==> src/rtl/core/sli_pkg.sv <==
// shared types and constants for the sequence list insert/delete unit
// no dependencies; imported by the top level of the block and by the testbench
`default_nettype none

package sli_pkg;

    localparam int VALUE_W = 32;
    localparam int POS_W   = 8;
    localparam int INDEX_W = 6;

    typedef enum logic [1:0] {
        CMD_INS_FRONT = 2'd0,
        CMD_APPEND    = 2'd1,
        CMD_DELETE    = 2'd2,
        CMD_NOP       = 2'd3
    } t_cmd;

    typedef enum logic [2:0] {
        ST_IDLE,
        ST_UPDATE,
        ST_SHIFT,
        ST_EMIT_START,
        ST_EMIT
    } t_state;

    typedef struct packed {
        t_cmd                       cmd;
        logic signed [VALUE_W-1:0]  value;
        logic        [POS_W-1:0]    position;
    } t_in;

    typedef struct packed {
        logic signed [VALUE_W-1:0]  entry_value;
        logic        [INDEX_W-1:0]  entry_index;
        logic                       last;
        logic                       empty_res;
        logic                       overflow;
    } t_out;

endpackage

`default_nettype wire

==> src/rtl/core/sli_ram.sv <==
// generic simple dual-port ram, one write port and one registered read port
// no dependencies
`default_nettype none

module sli_ram #(
    parameter int WIDTH = 32,
    parameter int DEPTH = 64
) (
    input  wire logic                     i_clk,
    input  wire logic                     i_wr_en,
    input  wire logic [$clog2(DEPTH)-1:0] i_wr_addr,
    input  wire logic [WIDTH-1:0]         i_wr_data,
    input  wire logic                     i_rd_en,
    input  wire logic [$clog2(DEPTH)-1:0] i_rd_addr,
    output logic      [WIDTH-1:0]         o_rd_data
);

    logic [WIDTH-1:0] r_mem [DEPTH];

    always_ff @(posedge i_clk) begin
        if (i_wr_en) begin
            r_mem[i_wr_addr] <= i_wr_data;
        end
        if (i_rd_en) begin
            o_rd_data <= r_mem[i_rd_addr];
        end
    end

endmodule

`default_nettype wire

==> src/rtl/core/sli_addr.sv <==
// shared address unit: logical offset from the ring head to a physical ram address
// no dependencies
`default_nettype none

module sli_addr #(
    parameter int DEPTH = 64
) (
    input  wire logic [$clog2(DEPTH)-1:0] i_base,
    input  wire logic [$clog2(DEPTH)-1:0] i_offset,
    output logic      [$clog2(DEPTH)-1:0] o_phys
);

    localparam int AW = $clog2(DEPTH);

    logic [AW:0] sum;

    // both operands are below depth, so one conditional subtract wraps the ring
    always_comb begin
        sum = (AW+1)'(i_base) + (AW+1)'(i_offset);
        if (sum >= (AW+1)'(DEPTH)) begin
            o_phys = AW'(sum - (AW+1)'(DEPTH));
        end else begin
            o_phys = AW'(sum);
        end
    end

endmodule

`default_nettype wire

==> src/rtl/core/sequence_list_insert_delete_unit.sv <==
// top level of the bounded sequence list: sequencer, ring pointers and output register
// depends on sli_pkg, sli_ram and sli_addr
`default_nettype none

// Bounded ordered list of up to DEPTH signed 32-bit values, kept in a ring
// buffer in a single ram with a head pointer and an entry count. A command
// inserts at the front (head moves back one slot), appends at the back,
// deletes by position (entries behind the hole move forward one slot at a
// time through the ram) or changes nothing. After every command the whole
// list is sent out front to back, one output transaction per entry, the
// final one flagged last; an empty list sends one transaction flagged
// empty_res. An insert into a full list is dropped and every transaction of
// that command carries overflow. The block takes one command at a time and
// stalls its input until the last output transaction is loaded into the
// output register. The single read port of the ram sets the pace: one entry
// is read, moved or emitted per cycle, and emitting waits while the output
// register is stalled. The ram needs no clearing after reset since only
// slots below the count are read.
module sequence_list_insert_delete_unit #(
    parameter int DEPTH = 64
) (
    input  wire logic          i_clk,
    input  wire logic          i_rst_n,
    // command channel
    input  wire logic          i_in_valid,
    output logic               o_in_stall,
    input  wire sli_pkg::t_in  i_in_data,
    // result channel
    output logic               o_out_valid,
    input  wire logic          i_out_stall,
    output sli_pkg::t_out      o_out_data
);

    import sli_pkg::*;

    localparam int AW = $clog2(DEPTH);
    localparam int CW = $clog2(DEPTH + 1);

    // sequencer and command registers
    t_state               r_state, n_state;
    t_cmd                 r_cmd, n_cmd;
    logic [VALUE_W-1:0]   r_value, n_value;
    logic [POS_W-1:0]     r_pos, n_pos;
    logic                 r_ovf, n_ovf;

    // ring pointers
    logic [AW-1:0]        r_head, n_head;
    logic [CW-1:0]        r_count, n_count;
    logic [AW-1:0]        r_idx, n_idx;
    logic [AW-1:0]        r_rd_addr, n_rd_addr;

    // output register
    t_out                 r_out, n_out;
    logic                 r_out_valid, n_out_valid;

    // ram and address unit hookup
    logic                 wr_en;
    logic [AW-1:0]        wr_addr;
    logic [VALUE_W-1:0]   wr_data;
    logic                 rd_en;
    logic [VALUE_W-1:0]   rd_data;
    logic [AW-1:0]        au_offset;
    logic [AW-1:0]        au_phys;

    logic                 out_free;
    logic [AW-1:0]        head_dec;
    logic [AW-1:0]        rd_dec;

    sli_ram #(
        .WIDTH (VALUE_W),
        .DEPTH (DEPTH)
    ) u_ram (
        .i_clk     (i_clk),
        .i_wr_en   (wr_en),
        .i_wr_addr (wr_addr),
        .i_wr_data (wr_data),
        .i_rd_en   (rd_en),
        .i_rd_addr (au_phys),
        .o_rd_data (rd_data)
    );

    sli_addr #(
        .DEPTH (DEPTH)
    ) u_addr (
        .i_base   (r_head),
        .i_offset (au_offset),
        .o_phys   (au_phys)
    );

    // ring decrements: new front slot, and the slot one before the last read
    assign head_dec = (r_head == '0) ? AW'(DEPTH - 1) : r_head - 1'b1;
    assign rd_dec   = (r_rd_addr == '0) ? AW'(DEPTH - 1) : r_rd_addr - 1'b1;

    // output register can take a new result this cycle
    assign out_free = !r_out_valid || !i_out_stall;

    assign o_in_stall  = (r_state != ST_IDLE);
    assign o_out_valid = r_out_valid;
    assign o_out_data  = r_out;

    always_ff @(posedge i_clk) begin
        if (!i_rst_n) begin
            r_state     <= ST_IDLE;
            r_head      <= '0;
            r_count     <= '0;
            r_out_valid <= 1'b0;
        end else begin
            r_state     <= n_state;
            r_head      <= n_head;
            r_count     <= n_count;
            r_out_valid <= n_out_valid;
        end
    end

    // payload registers carry no reset
    always_ff @(posedge i_clk) begin
        r_cmd     <= n_cmd;
        r_value   <= n_value;
        r_pos     <= n_pos;
        r_ovf     <= n_ovf;
        r_idx     <= n_idx;
        r_rd_addr <= n_rd_addr;
        r_out     <= n_out;
    end

    always_comb begin
        n_state     = r_state;
        n_cmd       = r_cmd;
        n_value     = r_value;
        n_pos       = r_pos;
        n_ovf       = r_ovf;
        n_head      = r_head;
        n_count     = r_count;
        n_idx       = r_idx;
        n_rd_addr   = r_rd_addr;
        n_out       = r_out;
        n_out_valid = r_out_valid;

        wr_en     = 1'b0;
        wr_addr   = '0;
        wr_data   = r_value;
        rd_en     = 1'b0;
        au_offset = '0;

        // downstream took the held transaction
        if (r_out_valid && !i_out_stall) begin
            n_out_valid = 1'b0;
        end

        case (r_state)
            ST_IDLE: begin
                if (i_in_valid) begin
                    n_cmd   = i_in_data.cmd;
                    n_value = i_in_data.value;
                    n_pos   = i_in_data.position;
                    n_ovf   = 1'b0;
                    n_state = ST_UPDATE;
                end
            end

            ST_UPDATE: begin
                n_state = ST_EMIT_START;
                case (r_cmd)
                    CMD_INS_FRONT, CMD_APPEND: begin
                        if (r_count == CW'(DEPTH)) begin
                            // full list, insert dropped
                            n_ovf = 1'b1;
                        end else begin
                            wr_en   = 1'b1;
                            n_count = r_count + 1'b1;
                            if (r_cmd == CMD_INS_FRONT) begin
                                wr_addr = head_dec;
                                n_head  = head_dec;
                            end else begin
                                au_offset = AW'(r_count);
                                wr_addr   = au_phys;
                            end
                        end
                    end
                    CMD_DELETE: begin
                        if (r_pos < POS_W'(r_count)) begin
                            if ((POS_W+1)'(r_pos) + 1'b1 < (POS_W+1)'(r_count)) begin
                                // fetch the entry behind the hole, move starts next cycle
                                au_offset = AW'(r_pos + 1'b1);
                                rd_en     = 1'b1;
                                n_rd_addr = au_phys;
                                n_idx     = AW'(r_pos);
                                n_state   = ST_SHIFT;
                            end else begin
                                // deleting the tail needs no move
                                n_count = r_count - 1'b1;
                            end
                        end
                    end
                    default: begin
                    end
                endcase
            end

            ST_SHIFT: begin
                // entry idx+1 is in the read register, write it one slot forward
                wr_en   = 1'b1;
                wr_addr = rd_dec;
                wr_data = rd_data;
                if ((CW+1)'(r_idx) + (CW+1)'(2) < (CW+1)'(r_count)) begin
                    au_offset = r_idx + AW'(2);
                    rd_en     = 1'b1;
                    n_rd_addr = au_phys;
                    n_idx     = r_idx + 1'b1;
                end else begin
                    n_count = r_count - 1'b1;
                    n_state = ST_EMIT_START;
                end
            end

            ST_EMIT_START: begin
                if (r_count == '0) begin
                    if (out_free) begin
                        n_out.entry_value = '0;
                        n_out.entry_index = '0;
                        n_out.last        = 1'b1;
                        n_out.empty_res   = 1'b1;
                        n_out.overflow    = r_ovf;
                        n_out_valid       = 1'b1;
                        n_state           = ST_IDLE;
                    end
                end else begin
                    // prefetch the front entry
                    au_offset = '0;
                    rd_en     = 1'b1;
                    n_idx     = '0;
                    n_state   = ST_EMIT;
                end
            end

            ST_EMIT: begin
                if (out_free) begin
                    n_out.entry_value = rd_data;
                    n_out.entry_index = INDEX_W'(r_idx);
                    n_out.last        = (CW'(r_idx) == r_count - 1'b1);
                    n_out.empty_res   = 1'b0;
                    n_out.overflow    = r_ovf;
                    n_out_valid       = 1'b1;
                    if (CW'(r_idx) == r_count - 1'b1) begin
                        n_state = ST_IDLE;
                    end else begin
                        // read of the next entry overlaps the hand-off of this one
                        au_offset = r_idx + 1'b1;
                        rd_en     = 1'b1;
                        n_idx     = r_idx + 1'b1;
                    end
                end
            end

            default: begin
                n_state = ST_IDLE;
            end
        endcase
    end

endmodule

`default_nettype wire

==> config.mk <==
export PLATFORM = sky130hd
export DESIGN_NAME = sequence_list_insert_delete_unit
export DESIGN_NICKNAME = d
export VERILOG_FILES = /design/src/rtl/core/sli_pkg.sv /design/src/rtl/core/sli_ram.sv /design/src/rtl/core/sli_addr.sv /design/src/rtl/core/sequence_list_insert_delete_unit.sv
export SDC_FILE = /design/constraint.sdc
export NUM_CORES = 2
export LEC_CHECK = 0
export BUFFER_PORTS_ARGS = -buffer_cell sky130_fd_sc_hd__buf_4
export CAP_MARGIN = 20
export CORE_MARGIN = 8
export CORE_UTILIZATION = 55
export CTS_BUF_LIST = sky130_fd_sc_hd__clkbuf_4 sky130_fd_sc_hd__clkbuf_8 sky130_fd_sc_hd__clkbuf_16
export DETAILED_ROUTE_END_ITERATION = 10
export GPL_TIMING_DRIVEN = 0
export PLACE_DENSITY = 0.71
export SLEW_MARGIN = 10
export SYNTH_ARGS = -nofsm -noshare
export SYNTH_HDL_FRONTEND = slang
export SYNTH_HIERARCHICAL = 1
export SYNTH_SLANG_ARGS = --single-unit
==> constraint.sdc <==
create_clock -name i_clk -period 8.11 [get_ports i_clk]
set_input_delay 0.4055 -clock i_clk [delete_from_list [all_inputs] [get_ports i_clk]]
set_output_delay 0.4055 -clock i_clk [all_outputs]
set_load 0.01 [all_outputs]
=== Word-level counts from Yosys, hierarchy flattened ===
Memories as Yosys holds them, arrays and structs flattened. A register that Yosys moved wholly into a read port is not among the register bits.
Index checks and enable logic that the tools add are counted.

* Output and inout bits: 43
* Memory bits (writable): 2048
* Bits of input ports: 46
* Word-level logic and storage cells: 153
* Memories: 1
* Bits in registers: 113

* Muxes and demuxes: 71
* Add/subtract/negate cells: 11
* Bitwise operators: 1
* Equality and inequality tests: 27
* Magnitude comparators: 4
* Reductions and logical operators: 23

{| class="wikitable"
|+ Memory list
! memory !! depth !! width !! read ports !! clocked after memory_dff !! write ports !! RTL line !! text
|-
| u_ram.r_mem || 64 || 32 || 1 || 1 || 1 || sli_ram.sv:18 || <nowiki>logic [WIDTH-1:0] r_mem [DEPTH];</nowiki>
|}

{| class="wikitable"
|+ Operators with widths
! cell !! count
|-
| 6-bit two-way mux || 24
|-
| 41-bit two-way mux || 3
|-
| 41-bit case mux with 2 select lines || 1
|-
| 6-bit case mux with 2 select lines || 3
|-
| 32-bit two-way mux || 1
|-
| 7-bit two-way mux || 4
|-
| 7-bit case mux with 2 select lines || 2
|-
| 2-bit != test, second input constant || 13
|-
| 6-bit case mux with 4 select lines || 1
|-
| 1-bit two-way mux || 20
|-
| 3-bit two-way mux || 6
|-
| 6-bit case mux with 3 select lines || 1
|-
| 6-bit by 1-bit subtractor with 6-bit output, second input constant || 3
|-
| 3-bit case mux with 5 select lines || 1
|-
| 6-bit by 1-bit adder with 6-bit output, second input constant || 2
|-
| 6-bit zero test || 2
|-
| 3-bit != test, second input constant || 4
|-
| 4-bit AND reduction || 3
|-
| 5-bit AND reduction || 2
|-
| 8-bit by 1-bit adder with 9-bit output, second input constant || 1
|-
| 9-bit by 7-bit < comparator with 1-bit output || 1
|-
| 8-bit by 7-bit < comparator with 1-bit output || 1
|-
| 8-bit AND reduction || 1
|-
| 6-bit by 2-bit adder with 7-bit output, second input constant || 1
|-
| 30 further kinds || 36
|}

=== Depth between registers and ports, before layout ===
* Depth in word-level cells: 13
* Depth in mapped cells: 23
* Mapped depth without buffers: 22

=== By module ===
Netlist, hierarchy kept.

{| class="wikitable"
|+ Modules (own cells, without submodules)
! module !! area each (µm²) !! cells an instance !! instances
|-
| sli_ram || 79099.6 || 3370 || 1
|-
| sequence_list_insert_delete_unit || 6123.4 || 602 || 1
|-
| sli_addr || 186.4 || 19 || 1
|}

=== Worst setup path before layout ===
Ideal clock, no wire load.

* Kind: reg2reg
* Start point: register r_pos[0]
* End point: memory u_ram.r_mem[32][0], enable pin
* Data arrival time: 6.480 ns
* Setup time: 0.461 ns
* Buffers on the path: 0
* Clock period less this slack: 6.941 ns
* Required time: 7.649 ns
* Cell stages (with the launch flop): 21
* Setup slack: 1.169 ns
* Path through: edfxtp_1 -> ha_1 -> xor2_1 -> ha_1 -> a21o_1 -> a31oi_1 -> o211a_1 -> nand3_2 -> nor2_1 -> nand3_1 -> o221ai_1 -> ha_1 -> a211oi_2 -> o21bai_1 -> a21oi_2 -> xnor2_1 -> a21oi_1 -> o21ai_1 -> nand3b_1 -> or3_1 -> nor3_1

* Cells in the longest elaborated chain, start to end: 13
* Elaborated cells on any way between the ends: 16

{| class="wikitable"
|+ Ends and longest elaborated chain
! what !! RTL line !! text
|-
| from (decl) || sequence_list_insert_delete_unit.sv:43 || <nowiki>logic [POS_W-1:0] r_pos, n_pos;</nowiki>
|-
| from (signal assigned) || sequence_list_insert_delete_unit.sv:119 || <nowiki>r_pos <= n_pos;</nowiki>
|-
| 8-bit by 1-bit adder with 9-bit output || sequence_list_insert_delete_unit.sv:182 || <nowiki>if ((POS_W+1)'(r_pos) + 1'b1 < (POS_W+1)'(r_count)) begin</nowiki>
|-
| 9-bit by 7-bit < comparator with 1-bit output || sequence_list_insert_delete_unit.sv:182 ||
|-
| 6-bit two-way mux || sequence_list_insert_delete_unit.sv:182 ||
|-
| 6-bit two-way mux (*) || sequence_list_insert_delete_unit.sv:181 || <nowiki>if (r_pos < POS_W'(r_count)) begin</nowiki>
|-
| 6-bit case mux with 2 select lines (*) || sequence_list_insert_delete_unit.sv:163 || <nowiki>case (r_cmd)</nowiki>
|-
| 6-bit case mux with 3 select lines (*) || sequence_list_insert_delete_unit.sv:150 || <nowiki>case (r_state)</nowiki>
|-
| via au_offset[1] || sequence_list_insert_delete_unit.sv:62 || <nowiki>logic [AW-1:0] au_offset;</nowiki>
|-
| 6-bit by 6-bit adder with 7-bit output (*) || sli_addr.sv:19 || <nowiki>sum = (AW+1)'(i_base) + (AW+1)'(i_offset);</nowiki>
|-
| 6-bit by 1-bit subtractor with 6-bit output / 7-bit greater-or-equal comparator (equally long branches) || sli_addr.sv:21, sli_addr.sv:20 ||
|-
| 6-bit two-way mux (*) || sli_addr.sv:20 || <nowiki>if (sum >= (AW+1)'(DEPTH)) begin</nowiki>
|-
| via au_phys[5] || sequence_list_insert_delete_unit.sv:63 || <nowiki>logic [AW-1:0] au_phys;</nowiki>
|-
| 6-bit two-way mux (*) || sequence_list_insert_delete_unit.sv:171 || <nowiki>if (r_cmd == CMD_INS_FRONT) begin</nowiki>
|-
| 6-bit two-way mux (*) || sequence_list_insert_delete_unit.sv:165 || <nowiki>if (r_count == CW'(DEPTH)) begin</nowiki>
|-
| 6-bit two-way mux (*) || sequence_list_insert_delete_unit.sv:163 ||
|-
| 6-bit case mux with 2 select lines (*) || sequence_list_insert_delete_unit.sv:150 ||
|-
| via wr_addr[5] || sequence_list_insert_delete_unit.sv:58 || <nowiki>logic [AW-1:0] wr_addr;</nowiki>
|-
| to (decl) || sli_ram.sv:18 ||
|}

Mark *: on every way through the listed nets, which the timed path passes. The rest lies on a longest branch.

=== Worst setup path after layout ===
* Start point: register r_idx[1]
* End point: register u_ram.o_rd_data[19], read port of u_ram.r_mem, data pin

* Cells in the longest elaborated chain, start to end: 7
* Elaborated cells on any way between the ends: 17

{| class="wikitable"
|+ Ends and longest elaborated chain
! what !! RTL line !! text
|-
| from (decl) || sequence_list_insert_delete_unit.sv:49 || <nowiki>logic [AW-1:0] r_idx, n_idx;</nowiki>
|-
| from (signal assigned) || sequence_list_insert_delete_unit.sv:121 || <nowiki>r_idx <= n_idx;</nowiki>
|-
| 6-bit by 2-bit adder with 7-bit output, or another cell as far along || sequence_list_insert_delete_unit.sv:205 || <nowiki>if ((CW+1)'(r_idx) + (CW+1)'(2) < (CW+1)'(r_count)) begin</nowiki>
|-
| 7-bit < comparator / 6-bit two-way mux (equally long branches) || sequence_list_insert_delete_unit.sv:205, sequence_list_insert_delete_unit.sv:244 ||
|-
| 6-bit two-way mux, on equally long branches || sequence_list_insert_delete_unit.sv:205, sequence_list_insert_delete_unit.sv:237 ||
|-
| 6-bit case mux with 3 select lines (*) || sequence_list_insert_delete_unit.sv:150 ||
|-
| via au_offset[1] || sequence_list_insert_delete_unit.sv:62 ||
|-
| 6-bit by 6-bit adder with 7-bit output (*) || sli_addr.sv:19 ||
|-
| 6-bit by 1-bit subtractor with 6-bit output / 7-bit greater-or-equal comparator (equally long branches) || sli_addr.sv:21, sli_addr.sv:20 ||
|-
| 6-bit two-way mux (*) || sli_addr.sv:20 ||
|-
| via au_phys[3] || sequence_list_insert_delete_unit.sv:63 ||
|-
| to (decl) || sli_ram.sv:15 || <nowiki>output logic [WIDTH-1:0] o_rd_data</nowiki>
|}

Marks and branches as above.
A chain may end at the register's enable or synchronous reset.

==> results.rst <==
.. list-table::
   :header-rows: 1

   * - Metric
     - Value
   * - Result of the run
     - finished, violations left
   * - Failing checks
     - negative setup slack
   * - Total number of nets in the final design
     - ~4,600
   * - Sum of overflow across all layers after global routing
     - 0
   * - Share of layout cells above drive strength 1
     - about 29%
   * - Initial antenna violation count
     - 7
   * - Post-CTS clock slew at the launch and capture registers of the worst setup and hold paths
     - roughly 60 ps
   * - Synthesis-to-layout area growth
     - 16.6%
   * - Relative slew slack
     - between 10% and 20%
   * - Total of endpoints with negative setup slack in the final report
     - 1
   * - Register bit total from synthesis
     - about 2,200
   * - Number of cells in the design after placement
     - approximately 6,300
   * - Portion of total power attributed to combinational logic
     - 38.5%
   * - Vias after detailed routing
     - around 46,000
   * - CTS tree
     - built
   * - Number of port buffers
     - between 80 and 90
   * - Post-route DRC violation count
     - 0
   * - Count of different cell masters after synthesis
     - between 70 and 80
   * - Family with the most delay on the worst path
     - compound AO/OA/AOI/OAI gates
   * - Die area
     - ~170,000 um2
   * - Final setup skew
     - 53.3 ps
   * - Clk root buf
     - sky130_fd_sc_hd__clkbuf_16
   * - Post-detail-place hpwl
     - approximately 170 mm
   * - Final Critical Period
     - 8170 ps
   * - Part of the Yosys area used for sequential elements
     - between 70% and 80%
   * - Count of final hold-check violations
     - 0
   * - Prevailing post-synth register cell
     - sky130_fd_sc_hd__edfxtp_1
   * - Leading area contributor after synthesis
     - sky130_fd_sc_hd__edfxtp_1
   * - Peak Freq
     - approximately 120 MHz
   * - Global placer's final weighted congestion
     - 1.00
   * - Share of the synthesized area in the top cell type
     - 76.5%
   * - Starting density of the core
     - between 50% and 60%
   * - Top library cells by usage in the layout, fill and taps aside
     - 2,176 x sky130_fd_sc_hd__edfxtp_1, 521 x sky130_fd_sc_hd__mux4_2, 211 x sky130_fd_sc_hd__clkbuf_16
   * - Avg Synthesized Cell Area
     - ~21 um2
   * - Power Dens Cells
     - around 400 nW/um2
   * - Core Util, Final
     - roughly 65%
   * - CTS H-Tree Depth
     - 4
   * - Routed length per instance
     - roughly 38 um
   * - Antenna-violating nets left
     - 0
   * - Final setup slack of the worst path
     - -59.6 ps
   * - Net count after synthesis
     - 4,069
   * - Biggest area contributors in the synthesized netlist
     - sky130_fd_sc_hd__edfxtp_1 77%, sky130_fd_sc_hd__mux4_2 14%, sky130_fd_sc_hd__mux2i_1 1.4%, sky130_fd_sc_hd__nand2_1 0.73%, sky130_fd_sc_hd__nor2_1 0.70%
   * - Number of clock buffers inserted by TritonCTS
     - approximately 210
   * - Count of non-filler cells in the finished layout
     - roughly 6,700
   * - NetSw
     - ~15 mW
   * - Y dimension of the die
     - between 400 and 500 um
   * - Number of clock sinks
     - approximately 2,200
   * - Drt first-iter violations
     - slightly below 8,000
   * - Maximum number of pins on one net before global-route repair
     - 65
   * - Clk Latency, worst-skew pair
     - between 800 and 900 ps
   * - Yosys synthesis warning count
     - 6
   * - Critical-path top delay cell
     - sky130_fd_sc_hd__o22ai_1
   * - IO Pins
     - 89
   * - Longest individual stage delay on the worst path
     - slightly above 1000 ps
   * - Final Slew Violations
     - 0
   * - Number of global-route vias before repair
     - approximately 45,000
   * - Endpoint type of the worst setup path
     - flop
   * - Die W
     - ~400 um
   * - Crit path DAT
     - around 8700 ps
   * - Number of standard cells after synthesis
     - 3,991
   * - Cell-by-cell listing of the critical path
     - ha_1 > nand3_1 > xnor2_1 > ha_1 > a211o_1 > o221ai_1 > nand2_1 > inv_1 > a32oi_1 > o221ai_1 > ha_1 > a21o_2 > a21oi_1 > xnor2_2 > clkbuf_1 > buf_2 > clkdlybuf4s15_1 > mux4_2 > o22ai_1 > nor2_1
   * - Setup slack at placement
     - ~87 ps
   * - CP Buf/Inv Count
     - 4
   * - Slew at the pin closest to its max-slew limit
     - approximately 1300 ps
   * - Global-route wire length before repair
     - 352 mm
   * - Clock tree buffer depth
     - 3
   * - Leakage power of the design
     - 31.2 nW
   * - Number of iterations in the first detailed-routing pass
     - 7
   * - Critical path type
     - flop to flop
   * - Class of the tightest hold or removal check
     - input port to flop
   * - Number of violations of the max-capacitance limit
     - 0
   * - Proportion of power drawn by the clock network
     - between 20% and 30%
   * - Post-DR vias/cell
     - 6.90
   * - Worst-path fanout max
     - 10
   * - Power share of the sequential group
     - 37.5%
   * - Dominant cell type by count on the critical path
     - sky130_fd_sc_hd__ha_1
   * - Cell internal power dissipation
     - 25.5 mW
   * - Synth Cell Area
     - 85,400 um2
   * - Placeable Area
     - approximately 150,000 um2
   * - Setup crit start kind
     - flop
   * - Data required time of the worst path
     - roughly 8600 ps
   * - Cell Rows
     - 144
   * - Max rail drop VDD
     - roughly 0.34 mV
   * - Overall Global Routing Usage
     - between 30% and 40%
   * - Async SR Flop Fraction
     - 0%
   * - Share of total power consumed by net switching
     - 36.9%
   * - Commonest non-fill, non-tap cell in the layout
     - sky130_fd_sc_hd__edfxtp_1
   * - Post-Route WL
     - 257 mm
   * - Summed negative setup slack over all endpoints
     - -59.6 ps
   * - Part of the cycle the worst path needs
     - 101%
   * - Count of flip-flops with a built-in enable after synthesis
     - around 2,200
   * - RSZ-0062 raised after global routing
     - no
-- power by group through the flow --
stage	combinational [mW]	sequential (mW)	clock, mW
2_1_floorplan	8.24	15.3	0
3_3_place_gp	13.8	15.7	0
3_5_place_dp	14.9	15.3	0
4_1_cts	15.0	15.1	9.76
5_1_grt	15.7	15.2	10.2
6_report	15.6	15.2	9.70
-- logic make-up after synthesis --
family	share of synthesized area [%]
adder cells (fa/ha/maj)	0.478
buffers and inverters	1.59
AND/OR/NAND/NOR	2.70
multiplexers	15.3
AO/OA/AOI/OAI	2.67
XOR/XNOR	0.328
flip-flops	76.9
-- synthesized netlist by cell type (all sizes together) (7+ instances only) --
| master | n |
|---|---|
| buf | 115 |
| inv | 32 |
| nor2 | 164 |
| nand4 | 13 |
| mux2 | 13 |
| nor3 | 15 |
| nand2b | 16 |
| dfxtp | 17 |
| clkbuf | 104 |
| a21oi | 76 |
| nor4 | 7 |
| nand2 | 165 |
| a22o | 8 |
| a311oi | 12 |
| o221ai | 32 |
| a221oi | 21 |
| ha | 31 |
| nor2b | 19 |
| mux4 | 521 |
| a211oi | 20 |
| o21ai | 27 |
| nand3 | 26 |
| edfxtp | 2176 |
| xnor2 | 21 |
| and3 | 38 |
| o22ai | 89 |
| a31oi | 7 |
| mux2i | 121 |
| xor2 | 11 |
-- sequential cells by signal (all words and copies together) (netlist names) --
signal,count
r_head,6
u_ram/r_mem,2048
r_value,32
r_cmd,2
r_ovf,1
r_rd_addr,6
r_count,7
u_ram/o_rd_data,32
o_out_valid,1
r_state,3
o_out_data,41
r_idx,6
r_pos,8
-- worst register-to-register path: stages, from the launching register on --
cell                              delay (ps)
sky130_fd_sc_hd__edfxtp_1                550
sky130_fd_sc_hd__ha_1                    340
sky130_fd_sc_hd__nand3_1                 130
sky130_fd_sc_hd__xnor2_1                 270
sky130_fd_sc_hd__ha_1                    300
sky130_fd_sc_hd__a211o_1                 260
sky130_fd_sc_hd__o221ai_1                330
sky130_fd_sc_hd__nand2_1                 300
sky130_fd_sc_hd__inv_1                   250
sky130_fd_sc_hd__a32oi_1                 120
sky130_fd_sc_hd__o221ai_1                200
sky130_fd_sc_hd__ha_1                    330
sky130_fd_sc_hd__a21o_2                  220
sky130_fd_sc_hd__a21oi_1                 220
sky130_fd_sc_hd__xnor2_2                 310
sky130_fd_sc_hd__clkbuf_1                590
sky130_fd_sc_hd__buf_2                   480
sky130_fd_sc_hd__clkdlybuf4s15_1         860
sky130_fd_sc_hd__mux4_2                  520
sky130_fd_sc_hd__o22ai_1                1010
sky130_fd_sc_hd__nor2_1                  240
-- final timing paths --
kind | slack (ps) | end | from | cells past startpoint
hold / removal | 130 | r_state[0] | i_in_valid | 4
setup / recovery | -60 | u_ram/o_rd_data[19] | r_idx[1] | 20
hold reg to reg | 420 | o_out_data[0] | r_ovf | 0
setup reg to reg | -60 | u_ram/o_rd_data[19] | r_idx[1] | 20
-- final cells by class --
type	count	area [um2]
diodes	3	7.51
inverters	33	125
plain buffers	219	1240
repair buffers	282	4140
clock inverters	134	1190
clock buffers	257	5630
well taps	2044	2560
flip-flops and latches	2193	65700
multi-input cells	1546	19000
fillers	9948	54600
-- stage by stage --
stage	hold WS [ps]	total power, mW	instance area, um2
floorplan	400	23.6	85400
global placement	452	29.5	88600
detailed placement	445	30.2	92200
CTS	66.2	39.8	99500
global route	103	41.1	99600
finish	135	40.4	99600
-- layer usage --
layer / vias to the layer above / routed length [um] / track usage (%)
met2: 3698 / 115000 / 45.1
met3: 703 / 36200 / 10.6
met5: - / 0 / 0
met1: 24200 / 89500 / 39.5
met4: 0 / 16500 / 15.1
li1: 17700 / - / -
-- what timing repair did --
| item | CTS | global route |
|---|---|---|
| buffers inserted | 0 | 0 |
| hold endpoints to repair | 45 | 0 |
| hold buffers | 44 | 0 |
| resized for setup | 0 | 6 |
| endpoints found under the setup margin | 0 | 7 |
Note: power is estimated with default switching activity, not from simulation.
